<file path="src/design/ptsched_pkg.sv">
// Shared constants for the priority thread scheduler: table sizes, command,
// slot-state and status codes.
// No dependencies.
package ptsched_pkg;

  localparam int SLOTS       = 4;
  localparam int PRIO_LEVELS = 3;

  localparam int SLOT_W = $clog2(SLOTS);
  localparam int PRIO_W = $clog2(PRIO_LEVELS);
  localparam int CNT_W  = $clog2(SLOTS + 1);

  localparam int CMD_W    = 3;
  localparam int PRIO_IN_W = 2;
  localparam int STATUS_W = 2;
  localparam int FIELD_W  = 2;

  localparam logic [CMD_W-1:0] CMD_CREATE  = 3'd0;
  localparam logic [CMD_W-1:0] CMD_START   = 3'd1;
  localparam logic [CMD_W-1:0] CMD_YIELD   = 3'd2;
  localparam logic [CMD_W-1:0] CMD_EXIT    = 3'd3;
  localparam logic [CMD_W-1:0] CMD_SETPRIO = 3'd4;

  localparam logic [1:0] ST_FREE     = 2'd0;
  localparam logic [1:0] ST_RUNNABLE = 2'd1;
  localparam logic [1:0] ST_RUNNING  = 2'd2;

  localparam logic [STATUS_W-1:0] STAT_OK   = 2'd0;
  localparam logic [STATUS_W-1:0] STAT_FULL = 2'd1;
  localparam logic [STATUS_W-1:0] STAT_NONE = 2'd2;

endpackage

</file>
<file path="src/design/priority_thread_scheduler_top.sv">
// Priority thread scheduler: slot table, sequencer and a shared slot-scan unit.
// Depends on ptsched_pkg.
//
//  channel | signals                                   | direction
//  --------+-------------------------------------------+----------
//  in      | in_valid_i/in_ready_o, cmd_i, prio_in_i   | input
//  out     | out_valid_o/out_ready_i, status_o,        | output
//          | new_slot_o, running_slot_o, old_prio_o,   |
//          | running_prio_o, all_exited_o              |
//
// Create, start, yield and an exit that reschedules scan one slot per cycle:
// accept, a scan step for every slot, write-back and result load, in that order.
// Set-priority, unknown commands and exits without a scan go from accept to result load.
// The slot scan is the single compare unit.
// Reset clears the whole table at once; no clearing pass is needed.
// A stalled result holds in the output register; the next word is taken
// only once the sequencer is back in idle.
module priority_thread_scheduler_top
  import ptsched_pkg::*;
(
  input  logic                  clk_i,
  input  logic                  rst_ni,
  input  logic                  in_valid_i,
  output logic                  in_ready_o,
  input  logic [CMD_W-1:0]      cmd_i,
  input  logic [PRIO_IN_W-1:0]  prio_in_i,
  output logic                  out_valid_o,
  input  logic                  out_ready_i,
  output logic [STATUS_W-1:0]   status_o,
  output logic [FIELD_W-1:0]    new_slot_o,
  output logic [FIELD_W-1:0]    running_slot_o,
  output logic [FIELD_W-1:0]    old_prio_o,
  output logic [FIELD_W-1:0]    running_prio_o,
  output logic                  all_exited_o
);

  localparam logic [1:0] S_IDLE = 2'd0;
  localparam logic [1:0] S_SCAN = 2'd1;
  localparam logic [1:0] S_WB   = 2'd2;
  localparam logic [1:0] S_DONE = 2'd3;

  localparam logic [SLOT_W-1:0] IDX_LAST = SLOT_W'(SLOTS - 1);

  logic [1:0]        fsm_q;
  logic [1:0]        slot_state_q [SLOTS];
  logic [PRIO_W-1:0] slot_prio_q  [SLOTS];
  logic [SLOT_W-1:0] cur_idx_q;
  logic              cur_valid_q;
  logic [CNT_W-1:0]  live_q;

  logic [CMD_W-1:0]    cmd_q;
  logic [PRIO_W-1:0]   prio_q;
  logic [SLOT_W-1:0]   idx_q;
  logic [SLOT_W-1:0]   best_idx_q;
  logic [PRIO_W-1:0]   best_prio_q;
  logic                found_q;
  logic [STATUS_W-1:0] status_q;
  logic [FIELD_W-1:0]  new_slot_q;
  logic [FIELD_W-1:0]  old_prio_q;
  logic                all_exited_q;

  logic                out_valid_q;
  logic [STATUS_W-1:0] out_status_q;
  logic [FIELD_W-1:0]  out_new_slot_q;
  logic [FIELD_W-1:0]  out_run_slot_q;
  logic [FIELD_W-1:0]  out_old_prio_q;
  logic [FIELD_W-1:0]  out_run_prio_q;
  logic                out_all_exited_q;

  logic [PRIO_W-1:0] prio_clamp;
  logic [CNT_W-1:0]  live_dec;
  logic [1:0]        scan_state;
  logic [PRIO_W-1:0] scan_prio;
  logic              hit_free;
  logic              hit_run;
  logic              out_load;

  // saturate out-of-range priorities to the top level
  assign prio_clamp = (int'(prio_in_i) >= PRIO_LEVELS) ? PRIO_W'(PRIO_LEVELS - 1)
                                                       : PRIO_W'(prio_in_i);
  assign live_dec   = (live_q != '0) ? live_q - CNT_W'(1) : '0;

  // shared scan unit: one slot per cycle
  assign scan_state = slot_state_q[idx_q];
  assign scan_prio  = slot_prio_q[idx_q];
  assign hit_free   = (scan_state == ST_FREE);
  assign hit_run    = (scan_state == ST_RUNNABLE) && (scan_prio >= best_prio_q);

  assign in_ready_o = (fsm_q == S_IDLE);
  assign out_load   = (fsm_q == S_DONE) && (!out_valid_q || out_ready_i);

  always_ff @(posedge clk_i or negedge rst_ni) begin
    if (!rst_ni) begin
      fsm_q        <= S_IDLE;
      for (int i = 0; i < SLOTS; i++) begin
        slot_state_q[i] <= ST_FREE;
        slot_prio_q[i]  <= '0;
      end
      cur_idx_q    <= '0;
      cur_valid_q  <= 1'b0;
      live_q       <= '0;
      cmd_q        <= '0;
      prio_q       <= '0;
      idx_q        <= '0;
      best_idx_q   <= '0;
      best_prio_q  <= '0;
      found_q      <= 1'b0;
      status_q     <= STAT_OK;
      new_slot_q   <= '0;
      old_prio_q   <= '0;
      all_exited_q <= 1'b0;
      out_valid_q      <= 1'b0;
      out_status_q     <= STAT_OK;
      out_new_slot_q   <= '0;
      out_run_slot_q   <= '0;
      out_old_prio_q   <= '0;
      out_run_prio_q   <= '0;
      out_all_exited_q <= 1'b0;
    end else begin
      if (out_ready_i && !out_load) begin
        out_valid_q <= 1'b0;
      end
      case (fsm_q)
        S_IDLE: begin
          if (in_valid_i) begin
            cmd_q        <= cmd_i;
            prio_q       <= prio_clamp;
            status_q     <= STAT_OK;
            new_slot_q   <= '0;
            old_prio_q   <= '0;
            all_exited_q <= 1'b0;
            idx_q        <= '0;
            best_idx_q   <= '0;
            best_prio_q  <= '0;
            found_q      <= 1'b0;
            case (cmd_i)
              CMD_CREATE: begin
                fsm_q <= S_SCAN;
              end
              CMD_START, CMD_YIELD: begin
                // return the running slot to the pool before the scan
                if (cur_valid_q) begin
                  slot_state_q[cur_idx_q] <= ST_RUNNABLE;
                end
                fsm_q <= S_SCAN;
              end
              CMD_EXIT: begin
                if (!cur_valid_q) begin
                  status_q <= STAT_NONE;
                  fsm_q    <= S_DONE;
                end else begin
                  slot_state_q[cur_idx_q] <= ST_FREE;
                  slot_prio_q[cur_idx_q]  <= '0;
                  live_q <= live_dec;
                  if (live_dec == '0) begin
                    cur_valid_q  <= 1'b0;
                    cur_idx_q    <= '0;
                    all_exited_q <= 1'b1;
                    fsm_q        <= S_DONE;
                  end else begin
                    fsm_q <= S_SCAN;
                  end
                end
              end
              CMD_SETPRIO: begin
                if (!cur_valid_q) begin
                  status_q <= STAT_NONE;
                end else begin
                  old_prio_q <= FIELD_W'(slot_prio_q[cur_idx_q]);
                  slot_prio_q[cur_idx_q] <= prio_clamp;
                end
                fsm_q <= S_DONE;
              end
              default: begin
                fsm_q <= S_DONE;
              end
            endcase
          end
        end
        S_SCAN: begin
          if (cmd_q == CMD_CREATE) begin
            // keep the lowest free slot
            if (!found_q && hit_free) begin
              found_q    <= 1'b1;
              best_idx_q <= idx_q;
            end
          end else if (hit_run) begin
            // ">=" lets a later slot of equal priority win
            found_q     <= 1'b1;
            best_idx_q  <= idx_q;
            best_prio_q <= scan_prio;
          end
          if (idx_q == IDX_LAST) begin
            fsm_q <= S_WB;
          end else begin
            idx_q <= idx_q + SLOT_W'(1);
          end
        end
        S_WB: begin
          if (cmd_q == CMD_CREATE) begin
            if (found_q) begin
              slot_state_q[best_idx_q] <= ST_RUNNABLE;
              slot_prio_q[best_idx_q]  <= prio_q;
              live_q     <= live_q + CNT_W'(1);
              new_slot_q <= FIELD_W'(best_idx_q);
            end else begin
              status_q <= STAT_FULL;
            end
          end else if (found_q) begin
            cur_idx_q   <= best_idx_q;
            cur_valid_q <= 1'b1;
            slot_state_q[best_idx_q] <= ST_RUNNING;
          end else begin
            cur_idx_q   <= '0;
            cur_valid_q <= 1'b0;
            status_q    <= STAT_NONE;
          end
          fsm_q <= S_DONE;
        end
        S_DONE: begin
          // hold until the output register is free
          if (out_load) begin
            out_valid_q      <= 1'b1;
            out_status_q     <= status_q;
            out_new_slot_q   <= new_slot_q;
            out_old_prio_q   <= old_prio_q;
            out_all_exited_q <= all_exited_q;
            out_run_slot_q   <= cur_valid_q ? FIELD_W'(cur_idx_q) : '0;
            out_run_prio_q   <= cur_valid_q ? FIELD_W'(slot_prio_q[cur_idx_q]) : '0;
            fsm_q            <= S_IDLE;
          end
        end
        default: begin
          fsm_q <= S_IDLE;
        end
      endcase
    end
  end

  assign out_valid_o    = out_valid_q;
  assign status_o       = out_status_q;
  assign new_slot_o     = out_new_slot_q;
  assign running_slot_o = out_run_slot_q;
  assign old_prio_o     = out_old_prio_q;
  assign running_prio_o = out_run_prio_q;
  assign all_exited_o   = out_all_exited_q;

endmodule

</file>
<file path="config.mk">
export PLATFORM = sky130hd
export DESIGN_NAME = priority_thread_scheduler_top
export DESIGN_NICKNAME = d
export VERILOG_FILES = /design/src/design/ptsched_pkg.sv /design/src/design/priority_thread_scheduler_top.sv
export SDC_FILE = /design/constraint.sdc
export NUM_CORES = 1
export LEC_CHECK = 0
export BUFFER_PORTS_ARGS = -buffer_cell sky130_fd_sc_hd__clkbuf_2
export CAP_MARGIN = 15
export CORE_AREA = 2 2 86 80
export CTS_CLUSTER_DIAMETER = 80
export DETAILED_ROUTE_END_ITERATION = 6
export DIE_AREA = 0 0 88 82
export HOLD_SLACK_MARGIN = 0.08
export MAX_ROUTING_LAYER = met4
export PLACE_DENSITY_LB_ADDON = 0.05
export SYNTH_ARGS = -nofsm -noshare
export SYNTH_HDL_FRONTEND = slang
export SYNTH_SLANG_ARGS = --single-unit
</file>
<file path="constraint.sdc">
create_clock -name clk_i -period 2.01 [get_ports clk_i]
set_input_delay 0.201 -clock clk_i [delete_from_list [all_inputs] [get_ports clk_i]]
set_output_delay 0.201 -clock clk_i [all_outputs]
set_load 0.005 [all_outputs]
</file>
==> flow_summary.yaml, run 1 <==
floorplan:
  pin_count: 22
  coreArea_um2: 6340
  die-height_um: 82
  rows: 28
  dieArea_um2: 7220
  die_w_um: 88
  start_util: 0.499
critical_path:
  cp.required_ns: 2.21
  r2r_setup_slack_ns: -0.14
  crit_chain: "mux4_2 > ha_4 > a21oi_4 > or3_4 > a22oi_1 > o21ai_1"
  cpPeakStageDelay_ns: 0.58
  slowest_stage: "mux4_2"
  cp-start-kind: "flop"
  critPathArrivalTime_ns: 2.35
  crit_type: "reg -> reg"
  cp_max_fo: 4
  setup.worst_path.end_class: "flop"
sta:
  max_freq_mhz: 465
  slew_viol_final: 0
  max_slew.worst_pin.slew_ns: 0.705
  rsz0062_at_grt: "yes"
  worst_slack_ns: -0.143
  slew-limit-headroom: 0.530
  skew_ns: 0.00617
  finalHoldViolations: 0
  finalCritPeriodShare: 1.07
  setup_violations: 4
  period_minus_slack_ns: 2.15
  hold_ws_ns: 0.156
global_routing:
  antenna_found_initial: 0
  grt_usage: 0.243
  grt_pass1_wl_um: 12900
  grt_pass1_vias: 2542
  grt_max_degree: 56
  overflow: 0
cells_and_area:
  final_common_cell: "dfrtp_1"
  finalNetCount: 405
  final-instance-count-excl-fill: 475
  area_delta_synth_final_pct: 22.4
  fillers: 558
  drive_gt1_frac: 0.304
  diodes: 0
  stdcell_area_um2: 3870
  final_cell_mix: "55 x dfrtp_1, 45 x nand2_1, 42 x buf_4"
synth:
  yosys.area.top_type: "dfrtp_1"
  syn_inst: 328
  syn_area_um2: 3160
  ys_seq_area_frac: 0.435
  avgSynthCellArea_um2: 9.64
  ys.flop_type: "dfrtp_1"
  yosys_warnings: 0
  ys_top_cells_by_area: "dfrtp_1 44%, o21ai_0 5.5%, nand2_1 5.3%"
  synth_edf_count: 0
  ys_seq_elements: 55
  synthArstFlopShare: 1.00
  yosys.area.top_type_share: 0.435
  synth.distinct_cells: 51
  syn-num-nets: 349
clock_network:
  clk_latency_ns: 0.31
  root_buffer: "clkbuf_8"
  clk_pin_slew_worst_paths_ns: 0.10
  ctsLongestPathBuffers: 2
  cts_tree: "yes"
  cts_sinks: 55
  cts_max_level: 2
  numCtsBuffers: 5
placed_design:
  gp_congestion: 0.904
  place_ws_ns: -0.0946
  place_area_um2: 3620
  dpl.cell_count: 462
  io_buffers: 21
  dpl.hpwl_um: 5970
drt:
  drt_pass1_iterations: 4
  drt-wirelength-per-cell_um: 16.8
  drt_iter0_markers: 123
  ant_nets: 0
  postRouteWirelength_um: 7990
  vias_per_cell: 5.57
  drc_errors: 0
  num_vias: 2648
min_path:
  hold_class: "in -> reg"
power:
  clock_power_share: 0.116
  leakage_uw: 0.00169
  power_switching_uw: 2360
  swShare: 0.427
  combPwrFrac: 0.569
  sequentialPowerShare: 0.315
  ir_drop_mv: 0.724
  power.total_uw: 5520
  power_density_nw_per_um2: 1430
  internal_power_uw: 3160
status:
  status: "complete, but fails checks"
  failed_checks: "negative setup slack"
job:
  cap_violations: 0
cell usage after synthesis, drive strengths merged (5+ instances only):
cell type and instances:
o21ai 36, a22o 8, nor2 13, ha 12, a31oi 5, a211oi 5, nor3 8, nand3 8
mux2 14, dfrtp 55, a21oi 14, clkbuf 12, inv 14, nand2 47, nor2b 8, mux2i 5
nand2b 7
path summary, 6_finish.rpt:
check / start / end / cells after the start
max: idx_q[0] / best_prio_q[1] / 6
min: prio_in_i[0] / prio_q[0] / 3
max reg2reg: idx_q[0] / best_prio_q[1] / 6
min reg2reg: running_slot_o[1] / running_slot_o[1] / 2
max in group asynchronous: rst_ni / slot_prio_q[4] / 3
min in group asynchronous: rst_ni / old_prio_o[1] / 3
per-layer routing:
| layer | wire, µm | vias to the layer above | global-route usage | part of all wire |
|---|---|---|---|---|
| li1 | - | 1313 | - | - |
| met1 | 3920 | 1246 | 0.334 | 0.49 |
| met2 | 3660 | 71 | 0.370 | 0.46 |
| met3 | 239 | 18 | 0.0392 | 0.030 |
| met4 | 182 | 0 | 0.0785 | 0.023 |
| met5 | 0 | - | - | 0 |
final cells by class:
class,count,area [µm²],area share
clock inverter,2,16.3,0.00420
timing repair buffer,65,442,0.114
clock buffer,6,72.6,0.0188
multi-input combinational,243,1800,0.465
sequential,55,1380,0.356
tap,90,113,0.0291
inverter,14,52.6,0.0136
logic make-up after synthesis:
logic type               Yosys count  share of synthesized area
AO/OA/AOI/OAI                     98                      0.210
adder cells (fa/ha/maj)           12                     0.0475
buffers and inverters             30                     0.0380
flip-flops                        55                      0.435
multiplexers                      23                     0.0942
AND/OR/NAND/NOR                  110                      0.175
through the flow:
stage,util,setup TNS [ns]
finish,0.610,-0.319
CTS,0.595,-0.272
global placement,0.570,-0.000355
detailed placement,0.570,-0.368
global route,0.610,-0.719
floorplan,-,-0.178
worst max-delay path: cells and delay by family (launching register included):
family          cells  cell delay, ns
flops               1            0.44
fa+ha+maj           1            0.31
mux                 1            0.58
compound gates      3            0.38
simple gates        1            0.34
power groups by stage:
stage	clock, µW	combinational, µW	sequential (µW)
after floorplan	0	1850	1660
after global placement	0	2770	1730
after detailed placement	0	2810	1740
after CTS	657	2920	1720
after global routing	697	3450	1790
final	642	3140	1740
what timing repair did:
item,4_1_cts,5_1_grt
setup endpoints to repair,7,28
endpoints found under the hold margin,55,0
buffers inserted,1,3
pin swaps,1,7
gates resized for setup,7,26
hold buffers,1,0
Power figures use the tool's default switching activity.
==> run 2, diff against run 1 <==
--- a/config.mk
+++ b/config.mk
@@ -14,6 +14,8 @@
 export HOLD_SLACK_MARGIN = 0.08
 export MAX_ROUTING_LAYER = met4
 export PLACE_DENSITY_LB_ADDON = 0.05
+export SKIP_LAST_GASP = 1
+export SLEW_MARGIN = 20
 export SYNTH_ARGS = -nofsm -noshare
 export SYNTH_HDL_FRONTEND = slang
 export SYNTH_SLANG_ARGS = --single-unit
==> run 2 against run 1 <==
  * The run still ends with negative setup slack left
  * Sequential power barely moved
  * Worst hold slack barely moved
  * Combinational power barely moved
  * Count of clock-buffer cells in the layout did not move
  * Via count did not move
  * Clock power fell by 0.8%
  * Critical endpoint unchanged
==> flow_summary.yaml, run 2 (synthesized netlist as in run 1, its figures left out) <==
clock_network:
  clk_latency_ns: 0.31
  cts_max_level: 2
  numCtsBuffers: 5
  ctsLongestPathBuffers: 2
  clk_pin_slew_worst_paths_ns: 0.10
  cts_sinks: 55
  cts_tree: "yes"
  root_buffer: "clkbuf_8"
sta:
  slew_viol_final: 0
  slew-limit-headroom: 0.530
  setup_violations: 4
  finalHoldViolations: 0
  rsz0062_at_grt: "yes"
  worst_slack_ns: -0.147
  max_freq_mhz: 464
  finalCritPeriodShare: 1.07
  max_slew.worst_pin.slew_ns: 0.705
  totalNegativeSetupSlack_ns: -0.349
  period_minus_slack_ns: 2.16
  skew_ns: 0.00654
floorplan:
  dieArea_um2: 7220
  die-height_um: 82
  pin_count: 22
  die_w_um: 88
  start_util: 0.499
  rows: 28
  coreArea_um2: 6340
critical_path:
  rr_worst_depth: 6
  setup.worst_path.end_class: "flop"
  cp.required_ns: 2.21
  critPathArrivalTime_ns: 2.36
  crit_type: "reg -> reg"
  critical_path_depth: 6
  crit_family: "multiplexers"
  cpPeakStageDelay_ns: 0.58
  crit_chain: "mux4_2 > ha_4 > a21oi_4 > or3_4 > a22oi_1 > o21ai_1"
  cp-start-kind: "flop"
  path_buf_inv: 0
  cp_max_fo: 4
  slowest_stage: "mux4_2"
cells_and_area:
  regArea_um2: 1380
  multi_input_area_um2: 1800
  finalNetCount: 405
  diodes: 0
  final_common_cell: "dfrtp_1"
  area_delta_synth_final_pct: 22.4
  drive_gt1_frac: 0.304
  fillers: 558
  final-instance-count-excl-fill: 475
  final_cell_mix: "55 x dfrtp_1, 45 x nand2_1, 42 x buf_4"
placed_design:
  io_buffers: 21
  dpl.hpwl_um: 5970
  dpl.cell_count: 462
  gp_congestion: 0.904
power:
  leakage_uw: 0.00169
  combPwrFrac: 0.569
  sequentialPowerShare: 0.315
  power_density_nw_per_um2: 1420
  clock_power_share: 0.116
  ir_drop_mv: 0.724
  swShare: 0.426
  internal_power_uw: 3160
  power_switching_uw: 2350
global_routing:
  grt_pass1_wl_um: 12900
  antenna_found_initial: 0
  grt_pass1_vias: 2542
  grt_usage: 0.243
  grt_max_degree: 56
  overflow: 0
drt:
  drt_pass1_iterations: 4
  ant_nets: 0
  drc_errors: 0
  drt_iter0_markers: 134
  drt-wirelength-per-cell_um: 16.8
  vias_per_cell: 5.57
  num_vias: 2648
  postRouteWirelength_um: 7990
job:
  cap_violations: 0
status:
  failed_checks: "negative setup slack"
  status: "complete, but fails checks"
min_path:
  min_path_cells: 3
  hold_class: "in -> reg"
-- run 2: cell counts in the layout (fill, tap and decap cells not counted) --
Identical to the previous run, type by type.
-- run 2: metal layers --
layer,global-route usage,up-vias,part of all wire
met4,0.0785,0,0.023
li1,-,1311,-
met3,0.0392,18,0.035
met1,0.334,1245,0.48
met5,-,-,0
met2,0.370,74,0.46
-- run 2: final timing paths --
kind	start	end	slack [ns]
max in group asynchronous	rst_ni	slot_prio_q[4]	0.99
worst min register to register	running_slot_o[1]	running_slot_o[1]	0.48
worst min-delay path	prio_in_i[0]	prio_q[0]	0.16
worst max register to register	idx_q[0]	best_prio_q[1]	-0.15
worst max-delay path	idx_q[0]	best_prio_q[1]	-0.15
min in group asynchronous	rst_ni	old_prio_o[1]	0.55
-- run 2: cell type report --
class | count | area share
clock inverters | 2 | 0.00420
clock buffers | 6 | 0.0188
inverters | 14 | 0.0136
well taps | 90 | 0.0291
flip-flops and latches | 55 | 0.356
repair buffers | 65 | 0.114
multi-input cells | 243 | 0.465
-- run 2: through the flow --
stage	utilization	hold slack (ns)	power [µW]	area (µm²)	worst slack (ns)
CTS	0.595	0.158	5300	3770	-0.0764
floorplan	-	-0.0946	3510	3180	-0.0498
finish	0.610	0.156	5510	3870	-0.147
detailed placement	0.570	0.386	4550	3620	-0.0946
global route	0.610	0.172	5930	3870	-0.230
global placement	0.570	0.375	4510	3620	-0.000355
-- run 2: what timing repair did --
action                                  4_1_cts  5_1_grt
buffers inserted                              1        3
endpoints found under the hold margin        55        0
cloned                                        0        0
endpoints found under the setup margin        7       28
pin swaps                                     1        6
hold buffers                                  1        0
resized for setup                             7       26
-- run 2: worst min-delay path, delay by kind of cell --
family / cells / cell delay, ns
buf+inv: 1 / 0.08
simple gates: 1 / 0.08
compound gates: 1 / 0.07
-- run 2: power by group through the flow --
stage | registers, µW | logic (µW) | clock network, µW
after floorplan | 1660 | 1850 | 0
after global placement | 1730 | 2770 | 0
after detailed placement | 1740 | 2810 | 0
after CTS | 1720 | 2920 | 657
after global routing | 1790 | 3450 | 697
final | 1740 | 3140 | 637
==> run 3, diff against run 2 <==
--- a/config.mk
+++ b/config.mk
@@ -13,7 +13,7 @@
 export DIE_AREA = 0 0 88 82
 export HOLD_SLACK_MARGIN = 0.08
 export MAX_ROUTING_LAYER = met4
-export PLACE_DENSITY_LB_ADDON = 0.05
+export PLACE_DENSITY = 0.71
 export SKIP_LAST_GASP = 1
 export SLEW_MARGIN = 20
 export SYNTH_ARGS = -nofsm -noshare
==> run 3 against run 2 <==
  * The flow still finishes with violations (negative setup slack)
  * Combinational power decreased by 3%
  * Clock skew rose by 0.011 ns
  * Register-to-register slack better by 0.07 ns
  * Clock power decreased by 1%
  * Non-clock buffer count down 6
  * Global-route usage decreased by 0.36 points
  * Final area shrank 1.4%
  * Core utilization is 0.85 points lower
  * Wire length decreased by 4.9%
  * Sequential power barely moved
  * Critical endpoint is now best_prio_q[0]
  * Largest power group unchanged
==> flow_summary.yaml, run 3 (synthesized netlist as in run 1, its figures left out) <==
status:
  status: "complete, but fails checks"
  failed_checks: "negative setup slack"
placed_design:
  place_ws_ns: -0.128
  dpl.cell_count: 459
  dpl.hpwl_um: 5810
  io_buffers: 21
  gp_congestion: 0.927
cells_and_area:
  area_delta_synth_final_pct: 20.7
  final_cell_mix: "53 x dfrtp_1, 45 x nand2_1, 35 x buf_4"
  diodes: 0
  fin_util: 0.602
  drive_gt1_frac: 0.288
  final-instance-count-excl-fill: 469
  final_common_cell: "dfrtp_1"
  finalNetCount: 399
  fillers: 541
critical_path:
  rr_worst_depth: 6
  cp.required_ns: 2.22
  slowest_stage: "mux4_2"
  r2r_setup_slack_ns: -0.08
  critPathCapture: "best_prio_q[0]"
  worstSetupStartpoint: "idx_q[0]"
  path_buf_inv: 0
  r2r_start: "idx_q[0]"
  crit_chain: "mux4_2 > ha_4 > a21oi_4 > or3_1 > a22oi_1 > o21ai_1"
  setup.worst_path.end_class: "flop"
  crit_type: "reg -> reg"
  cp_max_fo: 4
  critPathArrivalTime_ns: 2.30
  crit_family: "multiplexers"
  cpPeakStageDelay_ns: 0.57
  cp-start-kind: "flop"
  r2r-end: "best_prio_q[0]"
  critical_path_depth: 6
clock_network:
  cts_max_level: 2
  root_buffer: "clkbuf_8"
  ctsLongestPathBuffers: 2
  cts_sinks: 55
  cts_tree: "yes"
  clk_latency_ns: 0.32
  numCtsBuffers: 5
  clk_pin_slew_worst_paths_ns: 0.10
job:
  cap_violations: 0
sta:
  slew_viol_final: 0
  setup_violations: 4
  skew_ns: 0.0172
  slew-limit-headroom: 0.611
  finalHoldViolations: 0
  totalNegativeSetupSlack_ns: -0.213
  max_freq_mhz: 480
  finalCritPeriodShare: 1.04
  rsz0062_at_grt: "yes"
  period_minus_slack_ns: 2.09
  max_slew.worst_pin.slew_ns: 0.583
  worst_slack_ns: -0.0753
drt:
  vias_per_cell: 5.67
  drt-wirelength-per-cell_um: 16.2
  drt_iter0_markers: 180
  drc_errors: 0
  num_vias: 2659
  postRouteWirelength_um: 7590
  ant_nets: 0
  drt_pass1_iterations: 4
floorplan:
  coreArea_um2: 6340
  dieArea_um2: 7220
  die-height_um: 82
  pin_count: 22
  rows: 28
  die_w_um: 88
  start_util: 0.499
global_routing:
  grt_pass1_vias: 2572
  grt_pass1_wl_um: 12800
  overflow: 0
  antenna_found_initial: 0
  grt_max_degree: 35
  grt_usage: 0.239
power:
  power_density_nw_per_um2: 1420
  sequentialPowerShare: 0.321
  swShare: 0.425
  internal_power_uw: 3110
  ir_drop_mv: 0.646
  clock_power_share: 0.116
  leakage_uw: 0.00166
  combPwrFrac: 0.563
  power_switching_uw: 2300
min_path:
  hold_class: "in -> reg"
[run 3: metal layers]
layer | GRT usage | wire [µm] | vias up | share of wire
li1 | - | - | 1302 | -
met1 | 0.337 | 3650 | 1266 | 0.48
met2 | 0.366 | 3420 | 78 | 0.45
met4 | 0.0677 | 127 | 0 | 0.017
met5 | - | 0 | - | 0
met3 | 0.0302 | 397 | 13 | 0.052
[run 3: area by class of cell]
class / count / area [µm²] / share of cell area
multi-input combinational: 243 / 1770 / 0.465
clock inverter: 2 / 17.5 / 0.00459
inverter: 14 / 52.6 / 0.0138
timing repair buffer: 59 / 409 / 0.107
sequential: 55 / 1380 / 0.361
clock buffer: 6 / 72.6 / 0.0190
tap: 90 / 113 / 0.0295
[run 3: per-stage QoR]
| step | hold WS [ns] | total power, µW | area, µm² |
|---|---|---|---|
| 2_1_floorplan | -0.0946 | 3510 | 3180 |
| 3_3_place_gp | 0.219 | 4440 | 3610 |
| 3_5_place_dp | 0.223 | 4520 | 3610 |
| 4_1_cts | 0.164 | 5240 | 3750 |
| 5_1_grt | 0.176 | 5880 | 3820 |
| 6_report | 0.173 | 5420 | 3820 |
[run 3: power groups by stage]
| stage | Combinational (µW) | Clock, µW | Sequential [µW] |
|---|---|---|---|
| finish | 3050 | 628 | 1740 |
| floorplan | 1850 | 0 | 1660 |
| CTS | 2870 | 643 | 1730 |
| global route | 3390 | 695 | 1790 |
| detailed placement | 2770 | 0 | 1750 |
| global placement | 2710 | 0 | 1740 |
[run 3: repair_timing]
item	4_1_cts	5_1_grt
hold buffers	1	0
endpoints found under the hold margin	21	0
resized for setup	11	15
buffers inserted	0	1
pin swaps	1	4
setup endpoints to repair	21	27
[run 3: worst reg2reg max path: stages (launching register included)]
cell and delay (ns):
dfrtp_2 0.43, mux4_2 0.57, ha_4 0.31, a21oi_4 0.06, or3_1 0.33, a22oi_1 0.21
o21ai_1 0.08
[run 3: how the worst min path moves through the flow]
| stage | slack, ns | from | cells past startpoint | to |
|---|---|---|---|---|
| 2_1_floorplan | -0.09 | rst_ni | 0 | async pin |
| 3_3_place_gp | 0.22 | rst_ni | 1 | all_exited_o |
| 3_5_place_dp | 0.22 | rst_ni | 1 | all_exited_o |
| 4_1_cts | 0.16 | prio_in_i[1] | 2 | prio_q[1] |
| 5_1_grt | 0.18 | prio_in_i[1] | 2 | prio_q[1] |
| 6_report | 0.17 | prio_in_i[1] | 2 | prio_q[1] |
